[src/rtl/pec15_pkg.sv]
// Shared types, constants and the PEC-15 byte table for the register group checker.
package pec15_pkg;

	localparam int POS_W = 3;
	localparam logic [15:0] PEC_SEED = 16'h0010;
	localparam logic [15:0] PEC_POLY = 16'h4599;

	typedef struct packed {
		logic [15:0]      crc;
		logic [POS_W-1:0] pos;
		logic [7:0]       low_byte;
		logic [7:0]       code_high;
	} state_t;

	typedef struct packed {
		logic [15:0] word_value;
		logic [1:0]  word_index;
		logic        frame_done;
		logic        code_mismatch;
	} result_t;

	// Byte-wise table entry for the polynomial, bit 15 kept.
	function automatic logic [15:0] pec_table_entry(input logic [7:0] idx);
		logic [15:0] r;
		r = {1'b0, idx, 7'b0};
		for (int b = 0; b < 8; b++) begin
			if (r[14]) begin
				r = {r[14:0], 1'b0} ^ PEC_POLY;
			end else begin
				r = {r[14:0], 1'b0};
			end
		end
		return r;
	endfunction

endpackage

[src/rtl/pec15_byte_step.sv]
// One byte step of the frame: CRC update, word pairing and final code compare.
module pec15_byte_step #(
	parameter int DATA_BYTES = 6
) (
	input  pec15_pkg::state_t  cur,
	input  logic [7:0]         rx_byte,
	input  logic               frame_start,
	output pec15_pkg::state_t  nxt,
	output logic               res_valid,
	output pec15_pkg::result_t res
);

	localparam logic [pec15_pkg::POS_W-1:0] LAST_DATA_POS = pec15_pkg::POS_W'(DATA_BYTES);

	logic [15:0]                  crc;
	logic [pec15_pkg::POS_W-1:0]  pos;
	logic [7:0]                   addr;
	logic [15:0]                  crc_step;
	logic [15:0]                  received;
	logic [15:0]                  computed;

	// Restart the frame on frame_start before the byte is taken.
	assign crc = frame_start ? pec15_pkg::PEC_SEED : cur.crc;
	assign pos = frame_start ? '0 : cur.pos;

	assign addr     = crc[14:7] ^ rx_byte;
	assign crc_step = {crc[7:0], 8'h00} ^ pec15_pkg::pec_table_entry(addr);
	assign received = {cur.code_high, rx_byte};
	assign computed = {crc[14:0], 1'b0};

	always_comb begin
		nxt       = cur;
		nxt.crc   = crc;
		nxt.pos   = pos;
		res_valid = 1'b0;
		res       = '0;
		if (pos < LAST_DATA_POS) begin
			nxt.crc = crc_step;
			nxt.pos = pos + 1'b1;
			if (!pos[0]) begin
				nxt.low_byte = rx_byte;
			end else begin
				res_valid      = 1'b1;
				res.word_value = {rx_byte, cur.low_byte};
				res.word_index = pos[2:1];
			end
		end else if (pos == LAST_DATA_POS) begin
			nxt.code_high = rx_byte;
			nxt.pos       = pos + 1'b1;
		end else begin
			res_valid         = 1'b1;
			res.frame_done    = 1'b1;
			res.code_mismatch = (received != computed);
			nxt.crc           = pec15_pkg::PEC_SEED;
			nxt.pos           = '0;
		end
	end

endmodule

[config.mk]
export PLATFORM = sky130hd
export DESIGN_NAME = pec15_byte_step
export DESIGN_NICKNAME = d
export VERILOG_FILES = /design/src/rtl/pec15_pkg.sv /design/src/rtl/pec15_byte_step.sv
export SDC_FILE = /design/constraint.sdc
export NUM_CORES = 1
export LEC_CHECK = 0
export BUFFER_PORTS_ARGS = -buffer_cell sky130_fd_sc_hd__buf_2
export CAP_MARGIN = 20
export CORE_ASPECT_RATIO = 0.7
export CORE_MARGIN = 4
export CORE_UTILIZATION = 40
export DETAILED_ROUTE_END_ITERATION = 10
export GPL_ROUTABILITY_DRIVEN = 0
export PLACE_DENSITY = 0.74
export SYNTH_ARGS = -nofsm -noshare
export SYNTH_HDL_FRONTEND = slang
export SYNTH_SLANG_ARGS = --single-unit
[constraint.sdc]
create_clock -name vclk -period 7.45
set_clock_uncertainty 0.15 [all_clocks]
set_input_delay 1.49 -clock vclk [all_inputs]
set_output_delay 1.49 -clock vclk [all_outputs]
set_load 0.005 [all_outputs]
==> reports/qor.yml <==
outcome:
  outcome: "completed"
die:
  coreArea_sq_mm: 0.00409
  die_x_microns: 87.4
  ios: 100
  rows: 19
  die_y_microns: 63.6
  die-area_sq_mm: 0.00556
  start_util_pct: 43.2
logic_synthesis:
  syn-cell-area_sq_mm: 0.00177
  yosysTopAreaCell: "xnor2_1"
  synth.net_count: 263
  synth_cell_types: 45
  synth_top_area_share_pct: 18.9
  ys_warn_count: 0
  synthTopCellsByArea: "xnor2_1 (19%), mux2_2 (9.6%), xnor3_1 (8.9%)"
  postSynthAreaPerCell_sq_um: 8.14
  yosysSeqAreaShare_pct: 0
  syn_inst: 217
finish:
  ff_latch_area_sq_um: 0
  fin_area_sq_mm: 0.00215
  area_delta_synth_final_pct: 21.5
  final_common_cell: "buf_2"
  clkbuf_count: 0
  layout_common_cells: "buf_2 (100), xnor2_1 (38), nor2_1 (21), and3_1 (16), mux2_2 (15)"
  nFillCells: 421
  multi_input_area_sq_mm: 0.00155
  n_antenna_cell: 0
  fin_util_pct: 52.5
  seq_cell_count: 0
  finish.net_count: 344
  drive_gt1_share_pct: 42.2
drt:
  drt-total-wl_mm: 5.72
  antenna_left: 0
  wl_per_cell_microns: 16.4
  vias_per_cell: 5.43
  drc: 0
  dr_total_vias: 1889
  drt_iter0_markers: 126
  first_pass_iters: 4
place:
  dp_hpwl_mm: 4.61
  port_buffers: 100
  dpl_cell_area_sq_mm: 0.00215
clock_network:
  holdBufCountCts: 0
  postCtsSetupBuffers: 0
  ctsResizeCount: 0
power:
  p_sw_share_pct: 43.9
  intPower_w: 0.000195
  combPwrFrac_pct: 100.0
  leakagePower_nw: 1.11
  seq_power_share_pct: 0
  powerDensity_mw_per_mm2: 162
  clkPwrFrac_pct: 0
  ir_drop_mv: 0.107
  p_sw_w: 0.000153
grt:
  grt_start_max_net_pins: 30
  antenna_found_initial: 0
  grt_usage_pct: 19.7
  grt_pass1_wl_mm: 8.92
  first_global_vias: 1800
  overflow: 0
critical_path:
  worstPathRequired_ps: 5810
  cp-start-kind: "input port"
  crit_type: "input port to output pin"
  arrival_ps: 4350
  cp-end-kind: "output pin"
  path_max_fanout: 28
sta:
  slew_violations: 0
  tightest_slew_ps: 891
  tns_ps: 0
  report.final.hold_viol_count: 0
  finalCritPeriodShare_pct: 80.4
  rsz0062_at_grt: "false"
  fmax_ghz: 0.167
  fin_crit_ps: 5990
  maxSlewHeadroom_pct: 40.5
  setup_viol: 0
flow_run:
  maxCapViolations: 0
min_path:
  worstHoldPathType: "input port to output pin"
  hold_depth: 3
[power by group through the flow]
stage | combinational [W] | sequential, W | clock, W
after CTS | 0.000351 | 0 | 0
after global placement | 0.000346 | 0 | 0
final | 0.000348 | 0 | 0
after detailed placement | 0.000349 | 0 | 0
after global routing | 0.000379 | 0 | 0
after floorplan | 0.000242 | 0 | 0
[logic make-up (layout without fill, tap and decap cells)]
family | after synthesis | count (layout) | synth area share [%]
AO/OA/AOI/OAI | 35 | 35 | 12.9
XOR/XNOR | 60 | 60 | 41.0
buffers and inverters | 28 | 107 | 12.0
multiplexers | 15 | 15 | 9.57
adder cells (fa/ha/maj) | 2 | 2 | 1.42
AND/OR/NAND/NOR | 77 | 77 | 23.1
[critical path: stages]
cell	delay, ps
buf_2	420
inv_1	220
nand2_1	220
ha_1	190
nor2b_1	490
and3_1	780
mux2_2	410
buf_2	120
[cell type report]
type                            instances  area share [%]
Tap cell                               52            3.03
Timing Repair Buffer                  100            23.3
Inverter                                7            1.22
Multi-Input combinational cell        189            72.4
[through the flow]
| step | std cells | power (W) | setup slack, ps | hold WS [ps] |
|---|---|---|---|---|
| 2_1_floorplan | 217 | 0.000242 | 2470 | 2860 |
| 3_3_place_gp | 348 | 0.000346 | 1680 | 3110 |
| 3_5_place_dp | 348 | 0.000349 | 1520 | 3110 |
| 4_1_cts | 348 | 0.000351 | 1520 | 3110 |
| 5_1_grt | 348 | 0.000379 | 1330 | 3120 |
| 6_report | 348 | 0.000348 | 1460 | 3110 |
[final timing paths]
kind                         from  endpoint  slack (ps)
worst max-delay path  frame_start    nxt[1]        1460
worst min-delay path      cur[17]    res[3]        3110
[synth_stat cells, types with 2 or more instances]
master,n
nor3_1,4
nand3_1,4
nand2_1,11
ha_1,2
mux2_2,15
clkbuf_1,5
nor4bb_1,3
nor2_2,2
xnor2_1,38
nor2b_1,8
nor2_1,21
o22ai_1,2
xnor3_2,2
o21ai_0,5
a21oi_1,6
xnor2_2,2
and3_1,16
a31oi_1,3
buf_2,5
xor2_1,7
o32ai_1,3
o21ai_1,6
clkbuf_8,5
inv_1,7
and2_1,3
a22o_1,4
xnor3_1,7
buf_6,4
[layer usage]
layer	vias to the layer above	global-route usage, %	routed length, microns	share of wire [%]
met5	-	0	0	0
met4	0	1.72	7	0.12
met3	2	1.56	497	8.7
met2	87	32.0	2550	45
met1	896	29.2	2660	47
li1	904	-	-	-
Note: power is estimated with default switching activity, not from simulation.
